`src/rtl/core/sdcis_pkg.sv`:
```
// shared types and constants for the sd card init/read sequencer
// no dependencies; imported by sdcis_step and sd_card_init_read_sequencer
`timescale 1ns / 1ps

package sdcis_pkg;

    typedef enum logic [3:0] {
        PH_IDLE   = 4'd0,
        PH_CMD0   = 4'd1,
        PH_CMD8   = 4'd2,
        PH_CMD55  = 4'd3,
        PH_ACMD41 = 4'd4,
        PH_CMD2   = 4'd5,
        PH_CMD3   = 4'd6,
        PH_CMD7   = 4'd7,
        PH_CHK13  = 4'd8,
        PH_CHK7   = 4'd9,
        PH_CMD17  = 4'd10,
        PH_DATA   = 4'd11,
        PH_RESEL  = 4'd12
    } phase_t;

    // event codes
    localparam logic [1:0] OP_START     = 2'd0;
    localparam logic [1:0] OP_CMD_DONE  = 2'd1;
    localparam logic [1:0] OP_READ      = 2'd2;
    localparam logic [1:0] OP_DATA_DONE = 2'd3;

    // sd command indexes
    localparam logic [5:0] CMD_GO_IDLE     = 6'd0;
    localparam logic [5:0] CMD_ALL_SEND_CID = 6'd2;
    localparam logic [5:0] CMD_SEND_RCA    = 6'd3;
    localparam logic [5:0] CMD_SELECT      = 6'd7;
    localparam logic [5:0] CMD_SEND_IF     = 6'd8;
    localparam logic [5:0] CMD_STATUS      = 6'd13;
    localparam logic [5:0] CMD_READ_SINGLE = 6'd17;
    localparam logic [5:0] CMD_SD_OP_COND  = 6'd41;
    localparam logic [5:0] CMD_APP         = 6'd55;

    // response kinds
    localparam logic [1:0] RESP_NONE  = 2'd0;
    localparam logic [1:0] RESP_SHORT = 2'd1;
    localparam logic [1:0] RESP_LONG  = 2'd2;

    // configuration register indexes
    localparam logic [1:0] CFG_OP_COND_ATTEMPTS = 2'd0;
    localparam logic [1:0] CFG_STATUS_ATTEMPTS  = 2'd1;
    localparam logic [1:0] CFG_READ_ATTEMPTS    = 2'd2;

    localparam logic [11:0] IF_COND_ARG     = 12'h1AA;
    localparam logic [31:0] OCR_ARG_HCS     = 32'h4030_0000;
    localparam logic [31:0] OCR_ARG_SDSC    = 32'h0030_0000;
    localparam logic [3:0]  STATE_TRAN      = 4'd4;

    typedef struct packed {
        logic [11:0] op_cond_attempts;
        logic [2:0]  status_check_attempts;
        logic [2:0]  read_attempts;
    } cfg_t;

    typedef struct packed {
        phase_t      phase;
        logic        version_two;
        logic        capacity_flag;
        logic [15:0] relative_addr;
        logic [11:0] poll_count;
        logic [2:0]  check_count;
        logic [2:0]  read_count;
        logic        in_read;
        logic [31:0] saved_block;
    } seq_state_t;

    typedef struct packed {
        logic [15:0] card_address;
        logic        high_capacity;
        logic        fail_status;
        logic        finished;
        logic        read_flag;
        logic [1:0]  resp_kind;
        logic [31:0] cmd_arg;
        logic [5:0]  cmd_index;
        logic        issue;
    } seq_result_t;

endpackage

```
`src/rtl/core/sd_card_init_read_sequencer.sv`:
```
// SD card initialization and single-block read sequencer. Each input beat is an event
// (start, command done, read request, data done); the block answers with at most one
// result beat naming the next command or reporting completion. One event is taken every
// clock unless result backpressure stalls it: an accepted beat is held in the input
// register, then the step logic updates the sequencer state and loads the result register.
// Backpressure on the result side stalls the input register only when that event actually
// produces a result. Attempt limits are set through the configuration port.
// depends on sdcis_pkg and sdcis_step
`timescale 1ns / 1ps

module sd_card_init_read_sequencer import sdcis_pkg::*; (
    input  logic        aclk,
    input  logic        aresetn,
    input  logic        cfg_valid,
    output logic        cfg_ready,
    input  logic [1:0]  cfg_index,
    input  logic [11:0] cfg_data,
    input  logic        s_tvalid,
    output logic        s_tready,
    input  logic [71:0] s_tdata,   // success, response[31:0], block_address[31:0], zero pad
    input  logic [1:0]  s_tuser,   // op
    output logic        m_tvalid,
    input  logic        m_tready,
    // issue, cmd_index, cmd_arg, resp_kind, read_flag, finished, fail_status,
    // high_capacity, card_address, zero pad
    output logic [63:0] m_tdata
);

    cfg_t        cfg_reg;
    seq_state_t  state_reg;
    seq_state_t  state_next;
    logic        in_valid_reg;
    logic [1:0]  op_reg;
    logic        success_reg;
    logic [31:0] response_reg;
    logic [31:0] block_reg;
    logic        out_valid_reg;
    seq_result_t out_reg;
    seq_result_t step_res;
    logic        step_has;
    logic        step_fire;

    sdcis_step u_step (
        .st            (state_reg),
        .cfg           (cfg_reg),
        .op            (op_reg),
        .success       (success_reg),
        .response      (response_reg),
        .block_address (block_reg),
        .nxt           (state_next),
        .has_result    (step_has),
        .res           (step_res)
    );

    // event proceeds unless it has a result and the output slot stays full
    assign step_fire = in_valid_reg && (!step_has || !out_valid_reg || m_tready);
    assign s_tready  = !in_valid_reg || step_fire;
    assign cfg_ready = 1'b1;
    assign m_tvalid  = out_valid_reg;
    assign m_tdata   = {3'd0, out_reg.card_address, out_reg.high_capacity,
                        out_reg.fail_status, out_reg.finished, out_reg.read_flag,
                        out_reg.resp_kind, out_reg.cmd_arg, out_reg.cmd_index, out_reg.issue};

    always_ff @(posedge aclk) begin
        if (!aresetn) begin
            cfg_reg.op_cond_attempts      <= 12'd2000;
            cfg_reg.status_check_attempts <= 3'd3;
            cfg_reg.read_attempts         <= 3'd3;
        end else if (cfg_valid) begin
            unique case (cfg_index)
                CFG_OP_COND_ATTEMPTS: cfg_reg.op_cond_attempts      <= cfg_data;
                CFG_STATUS_ATTEMPTS:  cfg_reg.status_check_attempts <= cfg_data[2:0];
                CFG_READ_ATTEMPTS:    cfg_reg.read_attempts         <= cfg_data[2:0];
                default: ;
            endcase
        end
    end

    always_ff @(posedge aclk) begin
        if (!aresetn) begin
            in_valid_reg <= 1'b0;
        end else if (s_tready) begin
            in_valid_reg <= s_tvalid;
        end
        if (s_tready && s_tvalid) begin
            op_reg       <= s_tuser;
            success_reg  <= s_tdata[0];
            response_reg <= s_tdata[32:1];
            block_reg    <= s_tdata[64:33];
        end
    end

    always_ff @(posedge aclk) begin
        if (!aresetn) begin
            state_reg <= '{phase: PH_IDLE, saved_block: 32'd0, relative_addr: 16'd0,
                           poll_count: 12'd0, default: '0};
        end else if (step_fire) begin
            state_reg <= state_next;
        end
    end

    always_ff @(posedge aclk) begin
        if (!aresetn) begin
            out_valid_reg <= 1'b0;
        end else if (step_fire && step_has) begin
            out_valid_reg <= 1'b1;
        end else if (m_tready) begin
            out_valid_reg <= 1'b0;
        end
        if (step_fire && step_has) begin
            out_reg <= step_res;
        end
    end

endmodule

```
`src/rtl/core/sdcis_step.sv`:
```
// next-state and result logic for one event of the sd card sequencer
// depends on sdcis_pkg
`timescale 1ns / 1ps

module sdcis_step import sdcis_pkg::*; (
    input  seq_state_t  st,
    input  cfg_t        cfg,
    input  logic [1:0]  op,
    input  logic        success,
    input  logic [31:0] response,
    input  logic [31:0] block_address,
    output seq_state_t  nxt,
    output logic        has_result,
    output seq_result_t res
);

    logic        do_send;
    logic        do_fin;
    logic        fail;
    logic        use_rca;
    phase_t      send_phase;
    logic [5:0]  idx;
    logic [31:0] arg;
    logic [1:0]  kind;
    logic        rd;
    logic [11:0] poll_inc;
    logic [2:0]  check_inc;
    logic [2:0]  read_inc;
    logic        tran_ok;

    assign poll_inc  = st.poll_count + 12'd1;
    assign check_inc = st.check_count + 3'd1;
    assign read_inc  = st.read_count + 3'd1;
    // card in transfer state with ready-for-data set
    assign tran_ok   = success && (response[12:9] == STATE_TRAN) && response[8];

    always_comb begin
        nxt        = st;
        do_send    = 1'b0;
        do_fin     = 1'b0;
        fail       = 1'b0;
        use_rca    = 1'b0;
        send_phase = PH_IDLE;
        idx        = CMD_GO_IDLE;
        arg        = 32'd0;
        kind       = RESP_SHORT;
        rd         = 1'b0;

        case (op)
            OP_START: begin
                nxt.in_read     = 1'b0;
                nxt.version_two = 1'b0;
                nxt.poll_count  = 12'd0;
                nxt.check_count = 3'd0;
                do_send    = 1'b1;
                send_phase = PH_CMD0;
                idx        = CMD_GO_IDLE;
                kind       = RESP_NONE;
            end
            OP_CMD_DONE: begin
                unique case (st.phase)
                    PH_CMD0: begin
                        if (!success) begin
                            do_fin = 1'b1;
                            fail   = 1'b1;
                        end else begin
                            do_send    = 1'b1;
                            send_phase = PH_CMD8;
                            idx        = CMD_SEND_IF;
                            arg        = {20'd0, IF_COND_ARG};
                        end
                    end
                    PH_CMD8: begin
                        nxt.version_two = success && (response[11:0] == IF_COND_ARG);
                        nxt.poll_count  = 12'd0;
                        do_send    = 1'b1;
                        send_phase = PH_CMD55;
                        idx        = CMD_APP;
                    end
                    PH_CMD55: begin
                        if (!success) begin
                            do_fin = 1'b1;
                            fail   = 1'b1;
                        end else begin
                            do_send    = 1'b1;
                            send_phase = PH_ACMD41;
                            idx        = CMD_SD_OP_COND;
                            arg        = st.version_two ? OCR_ARG_HCS : OCR_ARG_SDSC;
                        end
                    end
                    PH_ACMD41: begin
                        if (!success) begin
                            do_fin = 1'b1;
                            fail   = 1'b1;
                        end else if (response[31]) begin
                            nxt.capacity_flag = response[30];
                            do_send    = 1'b1;
                            send_phase = PH_CMD2;
                            idx        = CMD_ALL_SEND_CID;
                            kind       = RESP_LONG;
                        end else begin
                            nxt.poll_count = poll_inc;
                            if (poll_inc >= cfg.op_cond_attempts) begin
                                do_fin = 1'b1;
                                fail   = 1'b1;
                            end else begin
                                do_send    = 1'b1;
                                send_phase = PH_CMD55;
                                idx        = CMD_APP;
                            end
                        end
                    end
                    PH_CMD2: begin
                        if (!success) begin
                            do_fin = 1'b1;
                            fail   = 1'b1;
                        end else begin
                            do_send    = 1'b1;
                            send_phase = PH_CMD3;
                            idx        = CMD_SEND_RCA;
                        end
                    end
                    PH_CMD3: begin
                        if (!success) begin
                            do_fin = 1'b1;
                            fail   = 1'b1;
                        end else begin
                            nxt.relative_addr = response[31:16];
                            if (response[31:16] == 16'd0) begin
                                do_fin = 1'b1;
                                fail   = 1'b1;
                            end else begin
                                do_send    = 1'b1;
                                send_phase = PH_CMD7;
                                idx        = CMD_SELECT;
                                use_rca    = 1'b1;
                            end
                        end
                    end
                    PH_CMD7: begin
                        if (!success) begin
                            do_fin = 1'b1;
                            fail   = 1'b1;
                        end else begin
                            nxt.check_count = 3'd0;
                            do_send    = 1'b1;
                            send_phase = PH_CHK13;
                            idx        = CMD_STATUS;
                            use_rca    = 1'b1;
                        end
                    end
                    PH_CHK13: begin
                        if (tran_ok && !st.in_read) begin
                            do_fin = 1'b1;
                        end else if (tran_ok) begin
                            do_send    = 1'b1;
                            send_phase = PH_CMD17;
                            idx        = CMD_READ_SINGLE;
                            rd         = 1'b1;
                            // standard capacity cards take a byte address
                            arg        = st.capacity_flag ? st.saved_block
                                                          : {st.saved_block[22:0], 9'd0};
                        end else begin
                            do_send    = 1'b1;
                            send_phase = PH_CHK7;
                            idx        = CMD_SELECT;
                            use_rca    = 1'b1;
                        end
                    end
                    PH_CHK7: begin
                        nxt.check_count = check_inc;
                        do_send = 1'b1;
                        idx     = CMD_SELECT;
                        use_rca = 1'b1;
                        if (check_inc >= cfg.status_check_attempts) begin
                            if (st.in_read) begin
                                send_phase = PH_RESEL;
                            end else begin
                                do_send = 1'b0;
                                do_fin  = 1'b1;
                                fail    = 1'b1;
                            end
                        end else begin
                            send_phase = PH_CHK13;
                            idx        = CMD_STATUS;
                        end
                    end
                    PH_CMD17: begin
                        if (!success) begin
                            do_send    = 1'b1;
                            send_phase = PH_RESEL;
                            idx        = CMD_SELECT;
                            use_rca    = 1'b1;
                        end else begin
                            nxt.phase = PH_DATA;
                        end
                    end
                    PH_RESEL: begin
                        nxt.read_count = read_inc;
                        if (read_inc >= cfg.read_attempts) begin
                            do_fin = 1'b1;
                            fail   = 1'b1;
                        end else begin
                            nxt.check_count = 3'd0;
                            do_send    = 1'b1;
                            send_phase = PH_CHK13;
                            idx        = CMD_STATUS;
                            use_rca    = 1'b1;
                        end
                    end
                    default: ;
                endcase
            end
            OP_READ: begin
                if (st.phase == PH_IDLE) begin
                    nxt.saved_block = block_address;
                    nxt.in_read     = 1'b1;
                    nxt.read_count  = 3'd0;
                    if (st.relative_addr == 16'd0) begin
                        do_fin = 1'b1;
                        fail   = 1'b1;
                    end else begin
                        nxt.check_count = 3'd0;
                        do_send    = 1'b1;
                        send_phase = PH_CHK13;
                        idx        = CMD_STATUS;
                        use_rca    = 1'b1;
                    end
                end
            end
            default: begin
                if (st.phase == PH_DATA) begin
                    if (success) begin
                        do_fin = 1'b1;
                    end else begin
                        do_send    = 1'b1;
                        send_phase = PH_RESEL;
                        idx        = CMD_SELECT;
                        use_rca    = 1'b1;
                    end
                end
            end
        endcase

        if (do_send) begin
            nxt.phase = send_phase;
        end
        if (do_fin) begin
            nxt.phase   = PH_IDLE;
            nxt.in_read = 1'b0;
        end
        if (use_rca) begin
            arg = {nxt.relative_addr, 16'd0};
        end

        has_result        = do_send || do_fin;
        res.issue         = do_send;
        res.cmd_index     = do_send ? idx : 6'd0;
        res.cmd_arg       = do_send ? arg : 32'd0;
        res.resp_kind     = do_send ? kind : RESP_NONE;
        res.read_flag     = do_send && rd;
        res.finished      = do_fin;
        res.fail_status   = do_fin && fail;
        res.high_capacity = nxt.capacity_flag;
        res.card_address  = nxt.relative_addr;
    end

endmodule

```
`config.mk`:
```
export PLATFORM = sky130hd
export DESIGN_NAME = sd_card_init_read_sequencer
export DESIGN_NICKNAME = d
export VERILOG_FILES = /design/src/rtl/core/sdcis_pkg.sv /design/src/rtl/core/sd_card_init_read_sequencer.sv /design/src/rtl/core/sdcis_step.sv
export SDC_FILE = /design/constraint.sdc
export NUM_CORES = 1
export LEC_CHECK = 0
export ABC_CLOCK_PERIOD_IN_PS = 6300
export BUFFER_PORTS_ARGS = -buffer_cell sky130_fd_sc_hd__buf_2
export CORE_UTILIZATION = 57
export CTS_CLUSTER_SIZE = 28
export DETAILED_ROUTE_END_ITERATION = 10
export GPL_TIMING_DRIVEN = 0
export PLACE_DENSITY = 0.88
export SLEW_MARGIN = 40
export SYNTH_ARGS = -nofsm -noshare
export SYNTH_HDL_FRONTEND = slang
export SYNTH_SLANG_ARGS = --single-unit
```
`constraint.sdc`:
```
create_clock -name aclk -period 6.3 [get_ports aclk]
set_input_delay 1.26 -clock aclk [delete_from_list [all_inputs] [get_ports aclk]]
set_output_delay 1.26 -clock aclk [all_outputs]
set_load 0.02 [all_outputs]
```
# Yosys cells after proc, flatten, opt, wreduce, memory -nomap -nowiden
# Cells that the tools add are included.
totals:
  mem_bits_ro: 0
  in_bits: 93
  ram_bits: 0
  elab_cells: 228
  mem_count: 0
  output_inout_bits: 67
  latch_bits: 0
  reg_bits: 221
classes:
  n_eq_ne: 29
  multipliers: 0
  order_cmp: 3
  muxes: 121
  n_addsub: 3
  div: 0
  shift: 0
  reduce_logical: 42
  bitwise_logic: 2
op_table:
  columns: ["cell", "count"]
  rows:
  - ["32-bit two-way mux", 6]
  - ["32-bit one-hot mux with 3 select lines", 1]
  - ["4-bit two-way mux", 23]
  - ["6-bit one-hot mux with 11 select lines", 1]
  - ["12-bit one-hot mux with 2 select lines", 2]
  - ["4-bit one-hot mux with 11 select lines", 1]
  - ["6-bit two-way mux", 7]
  - ["1-bit two-way mux", 39]
  - ["39-bit two-way mux", 1]
  - ["16-bit zero test", 2]
  - ["16-bit two-way mux", 2]
  - ["31-bit two-way mux", 1]
  - ["3-bit two-way mux", 9]
  - ["12-bit two-way mux", 2]
  - ["4-bit by 3-bit == test with 1-bit output (second input constant)", 5]
  - ["4-bit == test (second input constant)", 5]
  - ["3-bit one-hot mux with 3 select lines", 2]
  - ["6-bit one-hot mux with 3 select lines", 1]
  - ["17-bit two-way mux", 1]
  - ["3-bit inequality test (second input constant)", 5]
  - ["3-bit nonzero test", 5]
  - ["2-bit two-way mux", 7]
  - ["12-bit by 1-bit adder with 12-bit output (second input constant)", 1]
  - ["12-bit by 9-bit == test with 1-bit output (second input constant)", 1]
  - ["35 further kinds", 70]

# Longest topological paths before layout
# Gate-level depths: netlist of the first run.
logic_depth:
  word_depth: 14
  mapped_depth: 18
  mapped_depth_nobuf: 16

# By module
# Synthesis of the first run repeated with hierarchy kept, for this count alone.
unflattened:
  hier_cells: 1079
  area_unflattened_um2: 11264.6
by_module_without_submodules:
  columns: ["module", "area_each_um2", "n_inst", "seq_area_each_um2", "cells_each"]
  rows:
  - ["sd_card_init_read_sequencer", 7614.8, 1, 5705.5, 535]
  - ["sdcis_step", 3649.8, 1, 0.0, 544]

# Worst setup path after synthesis of the first run
# Ideal clock, no wire load.
synth_timing:
  path_kind: "flip-flop to flip-flop"
  startpoint: "register state_reg[41] (netlist bit)"
  endpoint: "register block_reg[0] (enable)"
  path_buffers: 0
  setup_slack_ps: 1153
  t_required_ps: 5871
  setup_time_ps: 429
  t_arrival_ps: 4719
  period_less_slack_ps: 5147
  stages_incl_launch_ff: 16
  path_cell_list: "dfxtp_1 -> and3_1 -> and3_1 -> and3_1 -> and3_1 -> nand3_1 -> xnor2_1 -> ha_1 -> a21oi_1 -> o21ai_0 -> a21oi_1 -> a31oi_1 -> o21ai_2 -> inv_2 -> o211ai_1 -> and2_1"
synth_rtl:
  columns: ["item", "line", "text"]
  rows:
  - ["start, declared", "sd_card_init_read_sequencer.sv:30", "seq_state_t state_reg;"]
  - ["start signal, assigned", "sd_card_init_read_sequencer.sv:95", "state_reg <= '{phase: PH_IDLE, saved_block: 32'd0, relative_addr: 16'd0,"]
  - ["start signal, assigned", "sd_card_init_read_sequencer.sv:98", "state_reg <= state_next;"]
  - ["end signal, assigned", "sd_card_init_read_sequencer.sv:89", "block_reg <= s_tdata[64:33];"]
  - ["end, declared", "sd_card_init_read_sequencer.sv:36", "logic [31:0] block_reg;"]

==> results of run 1 <==
-- stage by stage --
stage	cells	area, um2	power [mW]
detailed placement	1327	11200	1.80
global route	1369	11900	3.15
CTS	1369	11900	3.08
finish	1369	11900	3.07
floorplan	953	10100	1.72
global placement	1322	11100	1.79
-- cells in the final DEF (no fill, tap or decap), types with 4 or more instances in the layout --
cell type,synthesis,final
a21boi_0,8,8
a21oi_1,42,42
a31oi_1,7,7
and2_1,8,7
and3_1,15,15
buf_1,4,4
buf_2,10,154
buf_4,4,4
buf_8,3,6
clkbuf_1,35,42
clkbuf_16,0,23
clkinv_2,0,5
conb_1,2,4
dfxtp_1,93,93
edfxtp_1,125,125
ha_1,25,25
inv_1,24,24
mux2_2,17,17
mux2i_1,69,69
nand2_1,151,151
nand2b_1,7,7
nand3_1,16,16
nand3b_1,13,13
nand4_1,23,23
nor2_1,80,80
nor2b_1,9,9
nor3_1,9,9
nor4_1,10,10
o211ai_1,9,9
o21ai_0,31,31
o21ai_1,15,15
o22ai_1,4,4
o311ai_0,7,7
xor2_1,10,10
-- final timing paths --
| path | start | to | slack (ns) | cells after the start |
|---|---|---|---|---|
| worst max-delay path | state_reg[39] | s_tready | 0.38 | 15 |
| worst max register to register | state_reg[39] | block_reg[5] | 1.33 | 16 |
| worst min register to register | cfg_reg[11] | cfg_reg[11] | 0.47 | 2 |
| worst min-delay path | cfg_reg[11] | cfg_reg[11] | 0.47 | 2 |
-- cell type report --
cell class | instances | area (um2)
flip-flops and latches | 218 | 5620
fillers | 1266 | 5390
multi-input cells | 651 | 4100
repair buffers | 149 | 797
clock buffers | 32 | 629
plain buffers | 58 | 294
well taps | 225 | 282
inverters | 26 | 100
clock inverters | 10 | 88.8
-- power by group --
group | switching, mW | internal (mW) | total, mW
Clock | 0.552 | 0.743 | 1.30
Sequential | 0.0248 | 1.55 | 1.57
Combinational | 0.133 | 0.0722 | 0.205
Total | 0.710 | 2.36 | 3.07
-- critical path, delay by kind of cell, from the launching register on --
| family | cells | cell delay, ns |
|---|---|---|
| compound gates | 6 | 1.53 |
| simple gates | 5 | 1.16 |
| buf+inv | 2 | 0.42 |
| flops | 1 | 0.40 |
| xor+xnor | 1 | 0.31 |
| fa+ha+maj | 1 | 0.31 |
-- routing by layer --
| layer | share of wire (%) | up-vias | GRT usage [%] |
|---|---|---|---|
| met5 | 0 | - | 0 |
| met4 | 3.6 | 0 | 12.0 |
| met3 | 8.8 | 75 | 4.24 |
| met2 | 48 | 500 | 50.0 |
| met1 | 40 | 3907 | 39.1 |
| li1 | - | 3790 | - |
-- kinds of logic (layout without fill, tap and decap cells) --
group | Yosys count | count (layout)
simple gates | 369 | 369
compound gates | 154 | 154
other cells | 2 | 4
mux | 86 | 86
buf+inv | 84 | 275
xor+xnor | 12 | 12
fa+ha+maj | 26 | 26
flops | 218 | 218
==> impl_metrics.sql, run 1 <==
INSERT INTO impl_metrics (metric_group, metric, value, unit) VALUES
('status', 'status', 'completed', ''),
('synthesis', 'synth.cell_area', '0.0101', 'mm2'),
('placement', 'io_buffers', '144', ''),
('critical_path', 'path_max_fanout', '7', ''),
('sta', 'period_share', '93.9', '%'),
('power', 'powerDensity', '258', 'mW/mm2'),
('global_route', 'grt.total_usage', '29.9', '%'),
('synthesis', 'synth_enable_flop_cells', '125', ''),
('sta', 'period_minus_slack', '5.92', 'ns'),
('clock_network', 'clk_pin_slew', '0.06', 'ns'),
('sta', 'fmax', '0.169', 'GHz'),
('final_layout', 'num_antenna_cells', '0', ''),
('critical_path', 'crit_chain', 'and3_1 > and3_1 > and3_1 > and3_1 > nand3_1 > xnor2_1 > ha_1 > a21oi_1 > o21ai_0 > a21oi_1 > a31oi_1 > o21ai_2 > inv_2 > o211ai_1 > buf_2', ''),
('sta', 'fin_setup_tns', '0', 'ns'),
('clock_network', 'cts_buffers', '23', ''),
('critical_path', 'timing.critical_path.slowest_stage_cell', 'dfxtp_1', ''),
('synthesis', 'synth_adder_area_share', '3.21', '%'),
('clock_network', 'cts_hold_buffers', '0', ''),
('floorplanning', 'rows', '48', ''),
('synthesis', 'dominantRegCellSynth', 'edfxtp_1', ''),
('synthesis', 'synth_top_area_cell', 'edfxtp_1', ''),
('synthesis', 'yosysMostFrequentCell', 'nand2_1', ''),
('critical_path', 'timing_worst_setup_path_type', 'flip-flop to primary output', ''),
('detailed_routing', 'routed_wire_per_std_cell', '20.0', 'um'),
('floorplanning', 'core', '0.0173', 'mm2'),
('floorplanning', 'design.die.area', '0.0182', 'mm2'),
('synthesis', 'number_of_register_bits_inferred_by_synthesis', '218', ''),
('global_route', 'antenna_found_initial', '0', ''),
('sta', 'total_setup_violations_reported_at_the_end_of_the_flow', '0', ''),
('sta', 'drv_slew', '0', ''),
('final_layout', 'layout.nets', '1245', ''),
('placement', 'routabilityCongestion', '0.986', ''),
('clock_network', 'post_cts_resized', '0', ''),
('sta', 'hold_slack', '0.468', 'ns'),
('sta', 'grt_setup_unrepaired', 'false', ''),
('power', 'vdd_ir_drop_max', '0.230', 'mV'),
('floorplanning', 'ios', '160', ''),
('critical_path', 'worstSetupEndpointType', 'primary output', ''),
('global_route', 'grt_start_max_net_pins', '46', ''),
('clock_network', 'cts_h_tree_depth', '1', ''),
('detailed_routing', 'drcViolationCount', '0', ''),
('global_route', 'via_count_of_the_first_global_routing_pass', '7835', ''),
('critical_path', 'slowest_delay', '0.40', 'ns'),
('synthesis', 'post_synth_xor_area_fraction', '1.04', '%'),
('global_route', 'global_route.overflow_total', '0', ''),
('synthesis', 'compound_cell_area_share_of_the_yosys_netlist', '9.76', '%'),
('flow_run', 'max-cap-violations', '0', ''),
('sta', 'timing_worst_slew_pin_value', '0.908', 'ns'),
('synthesis', 'yosysUniqueCellTypes', '73', ''),
('final_layout', 'largest_register_ffs', '73', ''),
('final_layout', 'drive_above_1_share', '20.9', '%'),
('floorplanning', 'initial_core_util', '58.3', '%'),
('clock_network', 'post-cts-setup-buffer-count', '0', ''),
('clock_network', 'cts_tree', 'done', ''),
('placement', 'post-place-ws', '1.06', 'ns'),
('synthesis', 'synthCells', '951', ''),
('detailed_routing', 'avgViaCountPerCell', '6.04', ''),
('global_route', 'grt_first_pass_wirelength', '41700', 'um'),
('synthesis', 'synth-async-reset-ratio', '0', '%'),
('detailed_routing', 'num_vias', '8272', ''),
('synthesis', 'syn_avg_cell_area', '10.6', 'um2'),
('synthesis', 'ys.warnings.count', '0', ''),
('critical_path', 'worst_setup_path_start_kind', 'flip-flop', ''),
('detailed_routing', 'detailedRoute.firstIterationViolations', '919', ''),
('clock_network', 'tritoncts_num_sinks', '218', ''),
('floorplanning', 'die_w', '135', 'um'),
('sta', 'report.final.hold_viol_count', '0', ''),
('final_layout', 'final_core_util', '68.9', '%'),
('floorplanning', 'fp.dieH', '135', 'um'),
('synthesis', 'dominant_combinational_cell_family_by_area_after_synthesis', 'simple AND/OR/NAND/NOR gates', ''),
('detailed_routing', 'drt.antenna.violating_nets', '0', '');
Power figures use the tool's default switching activity.
==> run 2, diff against run 1 <==
--- a/config.mk
+++ b/config.mk
@@ -11,7 +11,7 @@
 export CTS_CLUSTER_SIZE = 28
 export DETAILED_ROUTE_END_ITERATION = 10
 export GPL_TIMING_DRIVEN = 0
-export PLACE_DENSITY = 0.88
+export PLACE_DENSITY = 0.84
 export SLEW_MARGIN = 40
 export SYNTH_ARGS = -nofsm -noshare
 export SYNTH_HDL_FRONTEND = slang
==> run 2 against run 1 <==
Against the previous run:
- wire length shrank 3.4%
- non-clock buffer count unchanged
- setup slack better by 0.093 ns
- die area is the same
- total power up 3.1%
- critical endpoint unchanged
- largest power group unchanged
==> impl_metrics.sql, run 2 (synthesized netlist as in run 1, its figures left out) <==
INSERT INTO impl_metrics (metric_group, metric, value, unit) VALUES
('final_layout', 'layout.nets', '1245', ''),
('worst_hold_path', 'hold_wc_path_type', 'flip-flop to flip-flop', ''),
('global_route', 'global_route.overflow_total', '0', ''),
('clock_network', 'insertion_delay', '0.53', 'ns'),
('power', 'vdd_ir_drop_max', '0.248', 'mV'),
('placement', 'placed_cell_area', '0.0112', 'mm2'),
('clock_network', 'cts_h_tree_depth', '1', ''),
('global_route', 'met2_usage', '46.0', '%'),
('clock_network', 'cts_tree', 'done', ''),
('sta', 'total_setup_violations_reported_at_the_end_of_the_flow', '0', ''),
('sta', 'worst_clock_skew', '0.0286', 'ns'),
('final_layout', 'final_cell_count_no_fill', '1369', ''),
('final_layout', 'largest_register_ffs', '73', ''),
('global_route', 'via_count_of_the_first_global_routing_pass', '7849', ''),
('clock_network', 'cts_hold_buffers', '0', ''),
('critical_path', 'worst_setup_path_start_kind', 'flip-flop', ''),
('placement', 'routabilityCongestion', '0.931', ''),
('sta', 'drv_slew', '0', ''),
('sta', 'fmax', '0.172', 'GHz'),
('final_layout', 'num_antenna_cells', '0', ''),
('placement', 'dpl.cell_count', '1327', ''),
('clock_network', 'tritoncts_num_sinks', '218', ''),
('global_route', 'grt.total_usage', '29.2', '%'),
('clock_network', 'cts-root-buf', 'clkbuf_16', ''),
('floorplanning', 'initial_core_util', '58.3', '%'),
('placement', 'io_buffers', '144', ''),
('final_layout', 'drive_above_1_share', '20.6', '%'),
('power', 'leakage_power_total', '4.65', 'nW'),
('floorplanning', 'ios', '160', ''),
('global_route', 'busiest_layer', 'met2', ''),
('power', 'powerDensity', '264', 'mW/mm2'),
('floorplanning', 'fp.dieH', '135', 'um'),
('clock_network', 'post_cts_resized', '0', ''),
('floorplanning', 'die_w', '135', 'um'),
('global_route', 'antenna_found_initial', '0', ''),
('sta', 'timing_worst_slew_pin_value', '0.795', 'ns'),
('detailed_routing', 'drt_wl_total', '26500', 'um'),
('placement', 'place.detailed.hpwl', '19400', 'um'),
('global_route', 'grt_first_pass_wirelength', '40900', 'um'),
('sta', 'report.final.hold_viol_count', '0', ''),
('detailed_routing', 'drcViolationCount', '0', ''),
('critical_path', 'cp.required', '5.04', 'ns'),
('global_route', 'global_routing_met3_resource_utilization', '6.04', '%'),
('critical_path', 'timing_worst_setup_path_type', 'flip-flop to primary output', ''),
('clock_network', 'cts.path.max_buffers', '3', ''),
('global_route', 'grtUsageMet1', '39.2', '%'),
('placement', 'post-place-ws', '1.07', 'ns'),
('detailed_routing', 'num_vias', '8063', ''),
('final_layout', 'design_area', '0.0120', 'mm2'),
('sta', 'grt_setup_unrepaired', 'false', ''),
('floorplanning', 'design.die.area', '0.0182', 'mm2'),
('final_layout', 'final_cell_mix', 'buf_2 (154), nand2_1 (151), edfxtp_1 (125)', ''),
('flow_run', 'max-cap-violations', '0', ''),
('status', 'status', 'completed', ''),
('detailed_routing', 'routed_wire_per_std_cell', '19.3', 'um'),
('clock_network', 'cts_buffers', '23', ''),
('sta', 'period_share', '92.5', '%'),
('floorplanning', 'rows', '48', ''),
('detailed_routing', 'avgViaCountPerCell', '5.89', ''),
('sta', 'final_critical_path_setup_slack', '0.474', 'ns'),
('critical_path', 'worst_path_arrival_time', '4.57', 'ns'),
('sta', 'slew_headroom', '46.4', '%'),
('sta', 'fin_setup_tns', '0', 'ns'),
('final_layout', 'final_core_util', '69.3', '%'),
('final_layout', 'final_common_cell', 'buf_2', ''),
('clock_network', 'clk_pin_slew', '0.06', 'ns'),
('final_layout', 'syn2layout_area_growth', '18.8', '%'),
('detailed_routing', 'detailedRoute.firstIterationViolations', '902', ''),
('detailed_routing', 'first_pass_iters', '5', ''),
('clock_network', 'post-cts-setup-buffer-count', '0', ''),
('detailed_routing', 'drt.antenna.violating_nets', '0', ''),
('global_route', 'grt_start_max_net_pins', '43', ''),
('floorplanning', 'core', '0.0173', 'mm2'),
('critical_path', 'worstSetupEndpointType', 'primary output', ''),
('sta', 'period_minus_slack', '5.83', 'ns'),
('critical_path', 'path_max_fanout', '7', '');
## run 2: final timing paths
| check | end | cells past startpoint | from | slack, ns |
|---|---|---|---|---|
| setup / recovery | s_tready | 15 | state_reg[39] | 0.47 |
| hold / removal | state_reg[28] | 2 | state_reg[28] | 0.46 |
| setup reg to reg | block_reg[6] | 16 | state_reg[39] | 1.40 |
| hold reg to reg | state_reg[28] | 2 | state_reg[28] | 0.46 |
## run 2: metal layers
layer,routed length (um),share of wire (%)
met5,0,0
met4,1050,4.0
met3,2240,8.5
met2,12000,45
met1,11200,42
## run 2: final cells by class
class	instances	area [um2]
Sequential cell	218	5620
Fill cell	1305	5310
Multi-Input combinational cell	651	4100
Timing Repair Buffer	149	813
Clock buffer	32	641
Buffer	58	294
Tap cell	225	282
Clock inverter	10	143
Inverter	26	100
## run 2: worst max-delay path, stage by stage, from the launching register on
cell	delay, ns
dfxtp_1	0.40
and3_1	0.25
and3_1	0.26
and3_1	0.26
and3_1	0.26
nand3_1	0.11
xnor2_1	0.25
ha_1	0.29
a21oi_1	0.12
o21ai_0	0.10
a21oi_1	0.34
a31oi_1	0.21
o21ai_2	0.35
inv_2	0.19
o211ai_1	0.40
buf_2	0.25
## run 2: metrics by stage
stage | total power [mW] | hold slack (ns)
after floorplan | 1.72 | 0.434
after global placement | 1.80 | 0.445
after detailed placement | 1.80 | 0.449
after CTS | 3.17 | 0.464
after global routing | 3.26 | 0.477
final | 3.17 | 0.460
## run 2: report_power, final
part	leakage [nW]	switching [mW]	internal, mW
registers	1.94	0.0250	1.55
clock network	0.376	0.550	0.840
logic	2.33	0.132	0.0732
total	4.65	0.707	2.46
==> run 3, diff against run 2 <==
--- a/config.mk
+++ b/config.mk
@@ -7,6 +7,7 @@
 export LEC_CHECK = 0
 export ABC_CLOCK_PERIOD_IN_PS = 6300
 export BUFFER_PORTS_ARGS = -buffer_cell sky130_fd_sc_hd__buf_2
+export CORE_MARGIN = 5
 export CORE_UTILIZATION = 57
 export CTS_CLUSTER_SIZE = 28
 export DETAILED_ROUTE_END_ITERATION = 10
==> run 3 against run 2 <==
Against the previous run:
- sequential power is essentially flat
- setup slack gained 0.014 ns
- global-route usage shrank 3.2 points
- clock-buffer cell count shrank 1
- combinational power is essentially flat
- first-iteration DRC count grew 6.2%
- fmax grew 0.24%
- wire length grew 2.5%
- critical path type unchanged
- die area grew 12%
- total power shrank 4.4%
- clock power shrank 10%
- non-clock buffer count is the same
==> impl_metrics.sql, run 3 (synthesized netlist as in run 1, its figures left out) <==
INSERT INTO impl_metrics (metric_group, metric, value, unit) VALUES
('clock_network', 'cts_hold_buffers', '0', ''),
('sta', 'fmax', '0.172', 'GHz'),
('global_route', 'grt_start_max_net_pins', '47', ''),
('placement', 'routabilityCongestion', '0.980', ''),
('final_layout', 'layout.nets', '1244', ''),
('sta', 'period_minus_slack', '5.81', 'ns'),
('global_route', 'grt_first_pass_wirelength', '42300', 'um'),
('sta', 'slew_headroom', '44.4', '%'),
('final_layout', 'syn2layout_area_growth', '18.1', '%'),
('global_route', 'grt.total_usage', '26.0', '%'),
('sta', 'timing_worst_slew_pin_value', '0.826', 'ns'),
('critical_path', 'timing.critical_path.slowest_stage_cell', 'dfxtp_1', ''),
('sta', 'fin_setup_tns', '0', 'ns'),
('detailed_routing', 'avgViaCountPerCell', '6.01', ''),
('power', 'p_comb_share', '6.8', '%'),
('clock_network', 'post-cts-setup-buffer-count', '0', ''),
('final_layout', 'final_common_cell', 'buf_2', ''),
('sta', 'drv_slew', '0', ''),
('global_route', 'antenna_found_initial', '0', ''),
('floorplanning', 'ios', '160', ''),
('floorplanning', 'die_w', '143', 'um'),
('clock_network', 'cts_h_tree_depth', '1', ''),
('sta', 'worst_clock_skew', '0.0306', 'ns'),
('critical_path', 'timing_worst_setup_path_type', 'flip-flop to primary output', ''),
('sta', 'total_setup_violations_reported_at_the_end_of_the_flow', '0', ''),
('power', 'vdd_ir_drop_max', '0.249', 'mV'),
('floorplanning', 'core', '0.0174', 'mm2'),
('clock_network', 'clk_pin_slew', '0.06', 'ns'),
('sta', 'hold_slack', '0.462', 'ns'),
('clock_network', 'tritoncts_num_sinks', '218', ''),
('placement', 'placed_cell_area', '0.0112', 'mm2'),
('power', 'powerDensity', '254', 'mW/mm2'),
('critical_path', 'crit_chain', 'and3_1 > and3_1 > and3_1 > and3_1 > nand3_1 > xnor2_1 > ha_1 > a21oi_1 > o21ai_0 > a21oi_1 > a31oi_1 > o21ai_2 > inv_2 > o211ai_1 > buf_2', ''),
('critical_path', 'worst_setup_path_start_kind', 'flip-flop', ''),
('final_layout', 'largest_register_ffs', '73', ''),
('critical_path', 'cp.required', '5.04', 'ns'),
('clock_network', 'cts-root-buf', 'clkbuf_16', ''),
('floorplanning', 'fp.dieH', '143', 'um'),
('critical_path', 'slowest_delay', '0.42', 'ns'),
('power', 'power', '3.03', 'mW'),
('floorplanning', 'initial_core_util', '58.1', '%'),
('detailed_routing', 'drcViolationCount', '0', ''),
('detailed_routing', 'drt_wl_total', '27100', 'um'),
('sta', 'report.final.hold_viol_count', '0', ''),
('placement', 'io_buffers', '144', ''),
('final_layout', 'final_cell_mix', 'buf_2 (154), nand2_1 (151), edfxtp_1 (125)', ''),
('power', 'intPower', '2.33', 'mW'),
('placement', 'place.detailed.hpwl', '19800', 'um'),
('critical_path', 'crit_top_cell', 'and3_1', ''),
('sta', 'grt_setup_unrepaired', 'false', ''),
('global_route', 'global_route.overflow_total', '0', ''),
('detailed_routing', 'first_pass_iters', '5', ''),
('global_route', 'via_count_of_the_first_global_routing_pass', '7929', ''),
('status', 'status', 'completed', ''),
('floorplanning', 'rows', '48', ''),
('critical_path', 'worstSetupEndpointType', 'primary output', ''),
('power', 'leakage_power_total', '4.63', 'nW'),
('flow_run', 'max-cap-violations', '0', ''),
('power', 'power_frac_clock', '41.3', '%'),
('critical_path', 'worst_path_arrival_time', '4.55', 'ns'),
('final_layout', 'drive_above_1_share', '20.8', '%'),
('sta', 'period_share', '92.2', '%'),
('final_layout', 'design_area', '0.0119', 'mm2'),
('clock_network', 'insertion_delay', '0.53', 'ns'),
('power', 'power.switching', '698', 'uW'),
('detailed_routing', 'drt.antenna.violating_nets', '0', ''),
('clock_network', 'cts_buffers', '22', ''),
('power', 'power.switching_fraction', '23.0', '%'),
('final_layout', 'num_antenna_cells', '0', ''),
('clock_network', 'cts_tree', 'done', ''),
('floorplanning', 'design.die.area', '0.0205', 'mm2'),
('detailed_routing', 'detailedRoute.firstIterationViolations', '958', ''),
('detailed_routing', 'routed_wire_per_std_cell', '19.9', 'um'),
('worst_hold_path', 'hold_wc_path_type', 'flip-flop to flip-flop', ''),
('power', 'power.sequential.fraction', '51.9', '%'),
('clock_network', 'post_cts_resized', '0', ''),
('clock_network', 'cts.path.max_buffers', '3', ''),
('detailed_routing', 'num_vias', '8215', ''),
('critical_path', 'path_max_fanout', '7', '');
[run 3: layer usage]
layer	up-vias	share of wire [%]	wire length, um	track usage [%]
met1	3908	40	10900	35.5
met5	-	0	0	0
met4	0	3.4	933	8.35
met2	456	46	12500	42.0
met3	71	10	2770	5.26
li1	3780	-	-	-
[run 3: area by class of cell]
class                           count  area, um2
Sequential cell                   218       5620
Fill cell                        1262       5440
Multi-Input combinational cell    651       4100
Timing Repair Buffer              149        813
Clock buffer                       31        636
Buffer                             58        294
Tap cell                          225        282
Inverter                           26        100
Clock inverter                      9       68.8
[run 3: worst max-delay path, delay by kind of cell (launching register included)]
family                     cells  cell delay, ns
DFF                            1            0.42
adders and majority gates      1            0.30
and+or+nand+nor                5            1.17
buffers and inverters          2            0.41
xor gates and xnor gates       1            0.26
AOI/OAI and AO/OA              6            1.46
[run 3: metrics by stage]
step	utilization, %	setup slack (ns)	std cells
floorplan	-	1.15	953
global placement	64.0	-0.334	1322
detailed placement	64.6	1.13	1327
CTS	68.6	0.547	1367
global route	68.6	0.273	1367
finish	68.6	0.488	1367
[run 3: final timing paths]
path              cells after the start               to  slack (ns)           from
setup / recovery                     15         s_tready        0.49  state_reg[39]
hold / removal                        2    state_reg[28]        0.46  state_reg[28]
setup reg to reg                     16  response_reg[3]        1.41  state_reg[39]
hold reg to reg                       2    state_reg[28]        0.46  state_reg[28]
[run 3: power groups by stage]
stage                     Sequential (mW)  Combinational (mW)  Clock (mW)
after floorplan                      1.61               0.109           0
after global placement               1.60               0.192           0
after detailed placement             1.60               0.202           0
after CTS                            1.57               0.204        1.26
after global routing                 1.58               0.223        1.33
final                                1.57               0.206        1.25
